`config.mk`:
```
export PLATFORM = sky130hd
export DESIGN_NAME = msb_first_bit_reader_vbr_top
export DESIGN_NICKNAME = d
export VERILOG_FILES = /design/src/rtl/mbrv_pkg.sv /design/src/rtl/mbrv_front.sv /design/src/rtl/mbrv_cmdq.sv /design/src/rtl/mbrv_back.sv /design/src/rtl/msb_first_bit_reader_vbr_top.sv
export SDC_FILE = /design/constraint.sdc
export NUM_CORES = 1
export LEC_CHECK = 0
export ABC_AREA = 1
export BUFFER_PORTS_ARGS = -buffer_cell sky130_fd_sc_hd__buf_2
export CELL_PAD_IN_SITES_DETAIL_PLACEMENT = 1
export CELL_PAD_IN_SITES_GLOBAL_PLACEMENT = 1
export CORE_MARGIN = 2
export CORE_UTILIZATION = 35
export CTS_BUF_LIST = sky130_fd_sc_hd__clkbuf_4 sky130_fd_sc_hd__clkbuf_8
export DETAILED_ROUTE_END_ITERATION = 8
export PLACE_DENSITY = 0.65
export SETUP_SLACK_MARGIN = 0.4
export SYNTH_ARGS = -nofsm -noshare
export SYNTH_HDL_FRONTEND = slang
export SYNTH_SLANG_ARGS = --single-unit
```
`constraint.sdc`:
```
create_clock -name clk -period 4.2 [get_ports clk]
set_clock_uncertainty 0.2 [all_clocks]
set_input_delay 0.84 -clock clk [delete_from_list [all_inputs] [get_ports clk]]
set_output_delay 0.84 -clock clk [all_outputs]
set_load 0.01 [all_outputs]
```
`src/rtl/mbrv_pkg.sv`:
```
`timescale 1ns / 1ps

package mbrv_pkg;

	localparam int QUEUE_DEPTH   = 16;
	localparam int QH_W          = $clog2(QUEUE_DEPTH);
	localparam int QC_W          = $clog2(QUEUE_DEPTH + 1);
	localparam int VALUE_W       = 64;
	localparam int NARROW_W      = 32;
	localparam int VBR_MAX_CHUNK = 32;
	localparam int SHIFT_W       = $clog2(VALUE_W + 1);
	localparam int CMDQ_DEPTH    = 2;
	localparam int CMDQ_PTR_W    = $clog2(CMDQ_DEPTH);
	localparam int CMDQ_CNT_W    = $clog2(CMDQ_DEPTH + 1);
	localparam int IN_DATA_W     = 24;

	typedef enum logic [1:0] {
		KIND_BYTE = 2'd0,
		KIND_READ = 2'd1,
		KIND_END  = 2'd2
	} kind_t;

	typedef enum logic [1:0] {
		MODE_FIXED = 2'd0,
		MODE_UVBR  = 2'd1,
		MODE_SVBR  = 2'd2
	} mode_t;

	typedef enum logic [1:0] {
		STAT_OK  = 2'd0,
		STAT_EOS = 2'd1,
		STAT_BAD = 2'd2
	} status_t;

	typedef enum logic [2:0] {
		BK_IDLE,
		BK_ADV,
		BK_FETCH,
		BK_CHUNK,
		BK_FINISH,
		BK_EMIT
	} bk_state_t;

	// Decoded transaction handed from front to back.
	typedef struct packed {
		kind_t       kind;
		logic [7:0]  data;   // byte right-aligned to its valid bits
		logic [3:0]  nbits;  // 1..8
		mode_t       mode;
		logic [6:0]  width;
		logic        wide;
		logic        ok;     // static width/mode check passed
	} cmd_t;

	typedef struct packed {
		logic [3:0] nbits;
		logic [7:0] data;
	} qent_t;

	function automatic logic [VALUE_W-1:0] low_mask(input logic [SHIFT_W-1:0] w);
		logic [VALUE_W-1:0] m;
		if (w >= SHIFT_W'(VALUE_W)) begin
			m = '1;
		end else begin
			m = (VALUE_W'(1) << w) - VALUE_W'(1);
		end
		return m;
	endfunction

endpackage

```
`src/rtl/mbrv_front.sv`:
```
`timescale 1ns / 1ps

module mbrv_front import mbrv_pkg::*; (
	input  logic                 s_tvalid,
	output logic                 s_tready,
	input  logic [IN_DATA_W-1:0] s_tdata,   // byte_value, byte_bits, read_mode, read_width, wide_result
	input  logic [1:0]           s_tuser,   // kind
	output logic                 push_valid,
	input  logic                 push_ready,
	output cmd_t                 push_cmd
);

	logic [7:0] byte_value;
	logic [3:0] byte_bits;
	logic [3:0] nbits;
	logic [1:0] read_mode;
	logic [6:0] read_width;
	logic       wide_result;
	logic [6:0] res_w;
	logic       ok;
	logic       keep;

	assign byte_value  = s_tdata[7:0];
	assign byte_bits   = s_tdata[11:8];
	assign read_mode   = s_tdata[13:12];
	assign read_width  = s_tdata[20:14];
	assign wide_result = s_tdata[21];

	assign nbits = (byte_bits > 4'd8) ? 4'd8 : byte_bits;
	assign res_w = wide_result ? 7'(VALUE_W) : 7'(NARROW_W);

	always_comb begin
		unique case (mode_t'(read_mode))
			MODE_FIXED: ok = (read_width >= 7'd1) && (read_width <= res_w);
			MODE_UVBR, MODE_SVBR:
				ok = (read_width >= 7'd2) && (read_width <= 7'(VBR_MAX_CHUNK));
			default:    ok = 1'b0;
		endcase
	end

	// Zero-bit bytes and unknown kinds change nothing; they are dropped here.
	always_comb begin
		unique case (kind_t'(s_tuser))
			KIND_BYTE: keep = (nbits != 4'd0);
			KIND_READ: keep = 1'b1;
			KIND_END:  keep = 1'b1;
			default:   keep = 1'b0;
		endcase
	end

	always_comb begin
		push_cmd.kind  = kind_t'(s_tuser);
		push_cmd.data  = byte_value >> (4'd8 - nbits);
		push_cmd.nbits = nbits;
		push_cmd.mode  = mode_t'(read_mode);
		push_cmd.width = read_width;
		push_cmd.wide  = wide_result;
		push_cmd.ok    = ok;
	end

	assign s_tready   = push_ready;
	assign push_valid = s_tvalid & keep;

endmodule

```
`src/rtl/mbrv_cmdq.sv`:
```
`timescale 1ns / 1ps

module mbrv_cmdq import mbrv_pkg::*; (
	input  logic clk,
	input  logic arst_n,
	input  logic in_valid,
	output logic in_ready,
	input  cmd_t in_cmd,
	output logic out_valid,
	input  logic out_ready,
	output cmd_t out_cmd
);

	cmd_t                  slot_q [CMDQ_DEPTH];
	logic [CMDQ_PTR_W-1:0] wr_ptr_q;
	logic [CMDQ_PTR_W-1:0] rd_ptr_q;
	logic [CMDQ_CNT_W-1:0] cnt_q;
	logic                  push;
	logic                  pop;

	assign in_ready  = (cnt_q != CMDQ_CNT_W'(CMDQ_DEPTH));
	assign out_valid = (cnt_q != '0);
	assign out_cmd   = slot_q[rd_ptr_q];
	assign push      = in_valid & in_ready;
	assign pop       = out_valid & out_ready;

	always_ff @(posedge clk) begin
		if (push) begin
			slot_q[wr_ptr_q] <= in_cmd;
		end
	end

	always_ff @(posedge clk or negedge arst_n) begin
		if (!arst_n) begin
			wr_ptr_q <= '0;
			rd_ptr_q <= '0;
			cnt_q    <= '0;
		end else begin
			if (push) begin
				wr_ptr_q <= (wr_ptr_q == CMDQ_PTR_W'(CMDQ_DEPTH - 1)) ? '0 :
					wr_ptr_q + CMDQ_PTR_W'(1);
			end
			if (pop) begin
				rd_ptr_q <= (rd_ptr_q == CMDQ_PTR_W'(CMDQ_DEPTH - 1)) ? '0 :
					rd_ptr_q + CMDQ_PTR_W'(1);
			end
			if (push && !pop) begin
				cnt_q <= cnt_q + CMDQ_CNT_W'(1);
			end else if (pop && !push) begin
				cnt_q <= cnt_q - CMDQ_CNT_W'(1);
			end
		end
	end

endmodule

```
`src/rtl/mbrv_back.sv`:
```
`timescale 1ns / 1ps

module mbrv_back import mbrv_pkg::*; (
	input  logic               clk,
	input  logic               arst_n,
	input  logic               pop_valid,
	output logic               pop_ready,
	input  cmd_t               pop_cmd,
	output logic               m_tvalid,
	input  logic               m_tready,
	output logic [VALUE_W-1:0] m_tdata,   // value
	output logic [1:0]         m_tuser    // status
);

	localparam int TS_W = QC_W + 1;

	bk_state_t state_q, state_d;

	qent_t            mem [QUEUE_DEPTH];
	qent_t            rd_q;
	logic [QH_W-1:0]  head_q;
	logic [QC_W-1:0]  count_q;
	logic [7:0]       cur_q;
	logic [3:0]       bleft_q;
	logic             ended_q;

	logic               req_q;
	mode_t              mode_q;
	logic [6:0]         width_q;
	logic               wide_q;
	logic [VALUE_W-1:0] acc_q;
	logic [SHIFT_W-1:0] shift_q;
	logic [31:0]        chunk_q;
	logic [6:0]         need_q;
	logic               sign_q;

	logic [VALUE_W-1:0] res_value_q;
	status_t            res_status_q;
	logic               out_valid_q;
	logic [VALUE_W-1:0] out_value_q;
	status_t            out_status_q;

	logic               avail;
	logic [3:0]         bl_dec;
	logic               bit_in;
	logic [TS_W-1:0]    tail_sum;
	logic [QH_W-1:0]    tail;
	logic               q_full;
	logic               mem_we;
	logic [QH_W-1:0]    head_inc;
	logic [SHIFT_W-1:0] d7;
	logic [4:0]         d5;
	logic [VALUE_W-1:0] d_mask;
	logic [31:0]        chunk_data;
	logic               more;
	logic [VALUE_W-1:0] placed;
	logic [SHIFT_W:0]   shift_sum;
	logic [SHIFT_W-1:0] shift_new;
	logic [VALUE_W-1:0] ext;
	logic [VALUE_W-1:0] rw_mask;
	logic               emit_ok;
	logic               bad_req;

	assign avail    = (bleft_q != 4'd0) || (count_q != '0);
	assign bl_dec   = bleft_q - 4'd1;
	assign bit_in   = cur_q[bl_dec[2:0]];
	assign tail_sum = TS_W'(head_q) + TS_W'(count_q);
	assign tail     = (tail_sum >= TS_W'(QUEUE_DEPTH)) ?
		QH_W'(tail_sum - TS_W'(QUEUE_DEPTH)) : QH_W'(tail_sum);
	assign q_full   = (count_q == QC_W'(QUEUE_DEPTH));
	assign head_inc = (head_q == QH_W'(QUEUE_DEPTH - 1)) ? '0 : head_q + QH_W'(1);
	assign mem_we   = (state_q == BK_IDLE) && pop_valid && (pop_cmd.kind == KIND_BYTE) &&
		!ended_q && !q_full;
	assign bad_req  = !pop_cmd.ok || req_q;

	// Chunk retire: data bits below the continuation flag.
	assign d7         = width_q - 7'd1;
	assign d5         = d7[4:0];
	assign d_mask     = low_mask(d7);
	assign chunk_data = chunk_q & d_mask[31:0];
	assign more       = chunk_q[d5];
	assign placed     = {{(VALUE_W-32){1'b0}}, chunk_data} << shift_q[SHIFT_W-2:0];
	assign shift_sum  = {1'b0, shift_q} + {1'b0, d7};
	assign shift_new  = (shift_sum > (SHIFT_W+1)'(VALUE_W)) ? SHIFT_W'(VALUE_W) :
		shift_sum[SHIFT_W-1:0];

	// Final result: sign extension above the last shift, then result width.
	assign rw_mask = wide_q ? '1 : low_mask(SHIFT_W'(NARROW_W));
	assign ext     = ((mode_q == MODE_SVBR) && sign_q &&
		(shift_q < (wide_q ? SHIFT_W'(VALUE_W) : SHIFT_W'(NARROW_W)))) ?
		~low_mask(shift_q) : '0;

	assign emit_ok   = !out_valid_q || m_tready;
	assign pop_ready = (state_q == BK_IDLE);

	always_ff @(posedge clk or negedge arst_n) begin
		if (!arst_n) begin
			state_q <= BK_IDLE;
		end else begin
			state_q <= state_d;
		end
	end

	always_comb begin
		state_d = state_q;
		unique case (state_q)
			BK_IDLE: begin
				if (pop_valid) begin
					unique case (pop_cmd.kind)
						KIND_READ: state_d = bad_req ? BK_EMIT : BK_ADV;
						default:   state_d = BK_ADV;
					endcase
				end
			end
			BK_ADV: begin
				if (!req_q) begin
					state_d = BK_IDLE;
				end else if (!avail) begin
					state_d = ended_q ? BK_EMIT : BK_IDLE;
				end else if (bleft_q == 4'd0) begin
					state_d = BK_FETCH;
				end else if (need_q == 7'd1) begin
					state_d = (mode_q == MODE_FIXED) ? BK_FINISH : BK_CHUNK;
				end
			end
			BK_FETCH:  state_d = BK_ADV;
			BK_CHUNK:  state_d = more ? BK_ADV : BK_FINISH;
			BK_FINISH: state_d = BK_EMIT;
			BK_EMIT:   state_d = emit_ok ? BK_IDLE : BK_EMIT;
			default:   state_d = BK_IDLE;
		endcase
	end

	// Byte store: one write port at the tail, registered read at the head.
	always_ff @(posedge clk) begin
		if (mem_we) begin
			mem[tail] <= '{nbits: pop_cmd.nbits, data: pop_cmd.data};
		end
		rd_q <= mem[head_q];
	end

	always_ff @(posedge clk or negedge arst_n) begin
		if (!arst_n) begin
			head_q       <= '0;
			count_q      <= '0;
			cur_q        <= '0;
			bleft_q      <= '0;
			ended_q      <= 1'b0;
			req_q        <= 1'b0;
			mode_q       <= MODE_FIXED;
			width_q      <= '0;
			wide_q       <= 1'b0;
			acc_q        <= '0;
			shift_q      <= '0;
			chunk_q      <= '0;
			need_q       <= '0;
			sign_q       <= 1'b0;
			res_value_q  <= '0;
			res_status_q <= STAT_OK;
		end else begin
			case (state_q)
				BK_IDLE: begin
					if (pop_valid) begin
						case (pop_cmd.kind)
							KIND_BYTE: begin
								if (mem_we) begin
									count_q <= count_q + QC_W'(1);
								end
							end
							KIND_END: ended_q <= 1'b1;
							KIND_READ: begin
								if (bad_req) begin
									res_value_q  <= '0;
									res_status_q <= STAT_BAD;
								end else begin
									req_q   <= 1'b1;
									mode_q  <= pop_cmd.mode;
									width_q <= pop_cmd.width;
									wide_q  <= pop_cmd.wide;
									acc_q   <= '0;
									shift_q <= '0;
									chunk_q <= '0;
									need_q  <= pop_cmd.width;
								end
							end
							default: ;
						endcase
					end
				end
				BK_ADV: begin
					if (req_q && avail && (bleft_q != 4'd0)) begin
						bleft_q <= bl_dec;
						need_q  <= need_q - 7'd1;
						if (mode_q == MODE_FIXED) begin
							acc_q <= {acc_q[VALUE_W-2:0], bit_in};
						end else begin
							chunk_q <= {chunk_q[30:0], bit_in};
						end
					end else if (req_q && !avail && ended_q) begin
						req_q        <= 1'b0;
						res_value_q  <= '0;
						res_status_q <= STAT_EOS;
					end
				end
				BK_FETCH: begin
					cur_q   <= rd_q.data;
					bleft_q <= rd_q.nbits;
					head_q  <= head_inc;
					count_q <= count_q - QC_W'(1);
				end
				BK_CHUNK: begin
					if (shift_q < SHIFT_W'(VALUE_W)) begin
						acc_q <= acc_q | placed;
					end
					shift_q <= shift_new;
					sign_q  <= chunk_q[d5 - 5'd1];
					if (more) begin
						need_q  <= width_q;
						chunk_q <= '0;
					end
				end
				BK_FINISH: begin
					req_q        <= 1'b0;
					res_value_q  <= (acc_q | ext) & rw_mask;
					res_status_q <= STAT_OK;
				end
				default: ;
			endcase
		end
	end

	// Output register: holds one result while the back end moves on.
	always_ff @(posedge clk or negedge arst_n) begin
		if (!arst_n) begin
			out_valid_q  <= 1'b0;
			out_value_q  <= '0;
			out_status_q <= STAT_OK;
		end else if ((state_q == BK_EMIT) && emit_ok) begin
			out_valid_q  <= 1'b1;
			out_value_q  <= res_value_q;
			out_status_q <= res_status_q;
		end else if (m_tready) begin
			out_valid_q <= 1'b0;
		end
	end

	assign m_tvalid = out_valid_q;
	assign m_tdata  = out_value_q;
	assign m_tuser  = out_status_q;

endmodule

```
`src/rtl/msb_first_bit_reader_vbr_top.sv`:
```
// An accepted input transaction is registered in the command queue before the back end sees it.
// In the back end, bytes and end marks pass through the idle and advance states; a read
// is paced by the shift loop, one bit per cycle between byte fetches, by a check state and
// a registered store read for each new byte, and by a chunk state for each VBR chunk.
// Reset: arst_n asynchronous, active low; clears pointers, counts, the pending read
// and output valid. Byte store contents stay unwritten; no clearing pass.
`timescale 1ns / 1ps

module msb_first_bit_reader_vbr_top import mbrv_pkg::*; (
	input  logic                 clk,
	input  logic                 arst_n,
	input  logic                 s_tvalid,
	output logic                 s_tready,
	// s_tdata from bit 0: byte_value[7:0], byte_bits[11:8], read_mode[13:12],
	// read_width[20:14], wide_result[21], zero fill [23:22]
	input  logic [IN_DATA_W-1:0] s_tdata,
	// s_tuser: kind[1:0] (stream byte, read request, end of stream)
	input  logic [1:0]           s_tuser,
	output logic                 m_tvalid,
	input  logic                 m_tready,
	// m_tdata: value[63:0]
	output logic [VALUE_W-1:0]   m_tdata,
	// m_tuser: status[1:0] (ok, stream ended early, bad request)
	output logic [1:0]           m_tuser
);

	// Front end decodes each transaction (clamps byte_bits, aligns the byte,
	// checks request widths) and drops those that change nothing.
	logic push_valid;
	logic push_ready;
	cmd_t push_cmd;

	// Back end pops decoded transactions in order.
	logic pop_valid;
	logic pop_ready;
	cmd_t pop_cmd;

	mbrv_front u_front (
		.s_tvalid   (s_tvalid),
		.s_tready   (s_tready),
		.s_tdata    (s_tdata),
		.s_tuser    (s_tuser),
		.push_valid (push_valid),
		.push_ready (push_ready),
		.push_cmd   (push_cmd)
	);

	// Two-entry queue so the front keeps accepting while the back end shifts bits.
	mbrv_cmdq u_cmdq (
		.clk       (clk),
		.arst_n    (arst_n),
		.in_valid  (push_valid),
		.in_ready  (push_ready),
		.in_cmd    (push_cmd),
		.out_valid (pop_valid),
		.out_ready (pop_ready),
		.out_cmd   (pop_cmd)
	);

	// Back end: byte store, bit extraction MSB first, fixed and VBR assembly,
	// result register toward the master side.
	mbrv_back u_back (
		.clk       (clk),
		.arst_n    (arst_n),
		.pop_valid (pop_valid),
		.pop_ready (pop_ready),
		.pop_cmd   (pop_cmd),
		.m_tvalid  (m_tvalid),
		.m_tready  (m_tready),
		.m_tdata   (m_tdata),
		.m_tuser   (m_tuser)
	);

endmodule

```
==> metrics.yaml <==
hold_class: "in -> reg"
synth_cell_type_count: 64
vias_per_cell: 5.35
reg2reg_slack_ps: 360
rsz0062_at_grt: "yes"
synthesis.area_mm2: 0.0294
avgSynthCellArea_um2: 7.96
htreeDepth: 3
setup_tns_ps: 0
final_core_util_pct: 44.5
wire_per_inst_um: 21.1
clock-root-buffer: "clkbuf_8"
cts_inserted_buffers: 97
dpl.hpwl_um: 75600
placement.io_buffers: 95
tritoncts: "built"
crit_arrival_ps: 4310
cp-endpoint: "u_back.acc_q[39]"
startpoint_type: "register"
fin_crit_sh_pct: 91.5
drc: 0
cpMostUsedCell: "nand2_1"
ys_ff_latch: 538
slowest_stage: "dfrtp_1"
async_flop_share_pct: 52.8
first_global_vias: 27200
fin_area_mm2: 0.0371
whs_path_depth: 1
clkSinkCount: 538
leakagePower_nw: 16.2
grt_max_degree: 95
grt_overflow_total: 0
die_x_um: 294
die_height_um: 294
syn_inst: 3696
synth_edf_count: 242
crit_type: "reg -> reg"
start_util_pct: 35.3
slowest_delay_ps: 400
cp.required_ps: 4670
dpl-instance-area_mm2: 0.0317
crit_cells: 25
synth-main-ff-cell: "dfrtp_1"
outcome: "complete, no violations"
hold_violations: 0
endpoint_kind: "register"
peakVddDrop_v: 0.000383
io_pins: 98
path_clk_slew_ps: 60
worst_pin_slew_ps: 934
die_area_mm2: 0.0864
worstReg2RegEnd: "u_back.acc_q[39]"
ys_warn_count: 0
post-route-min-period_ps: 3840
synthToLayoutAreaGrowth_pct: 26.3
syn-num-nets: 3760
cp_num_buf_inv: 6
core-area_mm2: 0.0834
cts.path.max_buffers: 3
whs_ps: 126
cap_violations: 0
setup_viol: 0
antenna_found_initial: 1
clkLatencyLatePin_ps: 740
grt_pass1_wl_um: 161000
ff2ff_path_depth: 25
drt_pass1_iterations: 5
routed_wl_um: 108000
vias: 27200
report.final.slew_viol_count: 0
track_usage_pct: 24.1
r2r_start: "u_back.width_q[1]"
final_nets: 3993
crit_family: "simple AND/OR/NAND/NOR gates"
fp-row-count: 106
drive_gt1_share_pct: 25.1
drtIter0Drc: 1956
worstPathMaxFanout: 5
fmax_mhz: 260
startpoint: "u_back.width_q[1]"
yosysSeqAreaShare_pct: 49.7
cellPowerDensity_mw_per_mm2: 781
drtAntennaViolNets: 0
gp_congestion: 0.922
relSlewSlack_pct: 37.7
[area by class of cell]
cell class / instances / area, um2
Tap cell: 1080 / 1350
Antenna cell: 1 / 2.50
Timing Repair Buffer: 315 / 2480
Clock inverter: 25 / 241
Multi-Input combinational cell: 2604 / 15200
Timing Repair inverter: 2 / 13.8
Inverter: 371 / 1430
Clock buffer: 156 / 1850
Fill cell: 9885 / 46300
Sequential cell: 538 / 14600
[routing by layer]
metal | vias to the layer above | global-route usage (%) | share of wire (%) | routed length (um)
met5 | - | 0 | 0 | 0
met4 | 0 | 7.27 | 2.7 | 2910
met3 | 147 | 4.04 | 5.3 | 5650
met2 | 626 | 38.1 | 46 | 49500
met1 | 13500 | 33.9 | 46 | 49500
li1 | 13000 | - | - | -
[stage by stage]
| stage | total power, mW | worst slack [ps] | instances |
|---|---|---|---|
| after global routing | 30.8 | 143 | 5092 |
| final | 29.0 | 359 | 5092 |
| after CTS | 25.9 | 384 | 5028 |
| after global placement | 19.5 | 102 | 4835 |
| after floorplan | 15.0 | 546 | 3696 |
| after detailed placement | 19.7 | 23.3 | 4835 |
[flip-flops by register name (all words and copies together), names as in the netlist, 3 cells and up]
name / count
u_back.m_tdata: 64
u_back.cur_q: 8
u_back.count_q: 5
u_back.width_q: 7
u_cmdq.slot_q: 50
u_back.rd_q: 12
u_back.acc_q: 64
u_back.head_q: 4
u_back.chunk_q: 32
u_back.need_q: 7
u_back.mem: 192
u_back.res_value_q: 64
u_back.state_q: 3
u_back.bleft_q: 4
u_back.shift_q: 7
[synth_stat cells (10+ instances only)]
library cell	instances	area [um2]
nand2_1	983	3690
nand3_1	373	1870
nor2_1	354	1330
inv_1	351	1320
o21ai_0	285	1430
dfrtp_1	284	7110
edfxtp_1	242	7270
o22ai_1	114	713
a21oi_1	110	551
clkbuf_1	105	394
nand4_1	60	375
buf_2	47	235
nor3_1	45	225
ha_1	31	388
o21ai_1	24	120
nor2_2	23	144
a221oi_1	18	158
buf_1	18	67.6
o211ai_1	16	120
o221ai_1	15	131
a31oi_1	14	87.6
xor2_1	13	114
dfxtp_1	12	240
a22oi_1	10	75.1
clkinv_1	10	37.5
[power breakdown]
part,switching (mW),total (mW),leakage (nW),internal (mW)
clock network,2.37,5.33,1.12,2.96
registers,0.379,6.68,6.17,6.30
logic,11.5,17.0,8.90,5.51
total,14.2,29.0,16.2,14.8
[kinds of logic (layout without fill, tap and decap cells)]
kind of cell	after synthesis	after routing	synth area share, %
simple gates	1895	1895	27.7
compound gates	646	646	12.6
buf+inv	554	869	7.58
flops	538	538	49.7
fa+ha+maj	34	34	1.52
xor+xnor	22	22	0.719
mux	7	7	0.251
other cells	0	1	0
[cells in the final DEF, fill, tap and decap left out, types with 27 or more instances in the layout]
cell	netlist	final
nand2_1	983	869
inv_1	351	335
nor2_1	354	294
dfrtp_1	284	280
o21ai_0	285	276
edfxtp_1	242	242
buf_4	6	184
nand3_1	373	165
nand3_2	3	145
o22ai_1	114	113
clkbuf_8	0	109
a21oi_1	110	104
buf_2	47	94
nand2_2	9	89
nand3_4	1	67
nand4_1	60	60
nor2_4	9	50
clkbuf_4	0	47
nor2_2	23	42
nor3_1	45	39
nand2_4	3	37
ha_1	31	27
[how the worst min path moves through the flow]
stage	start	end	slack, ps
6_report	s_tdata[16]	u_cmdq.slot_q[1][4]	130
5_1_grt	s_tdata[15]	u_cmdq.slot_q[0][3]	80
4_1_cts	s_tdata[15]	u_cmdq.slot_q[0][3]	50
3_5_place_dp	u_back.rd_q[1]	u_back.cur_q[1]	220
3_3_place_gp	u_back.rd_q[5]	u_back.cur_q[5]	220
2_1_floorplan	u_back.rd_q[3]	u_back.cur_q[3]	210
[what timing repair did]
item                                    CTS  global route
resized for setup                       125           499
endpoints found under the setup margin   98           119
hold buffers                              1             0
pin swaps                                44           201
buffers inserted                         11            56
gates cloned                              0             7
hold endpoints to repair                 52             0
Power figures use the tool's default switching activity.
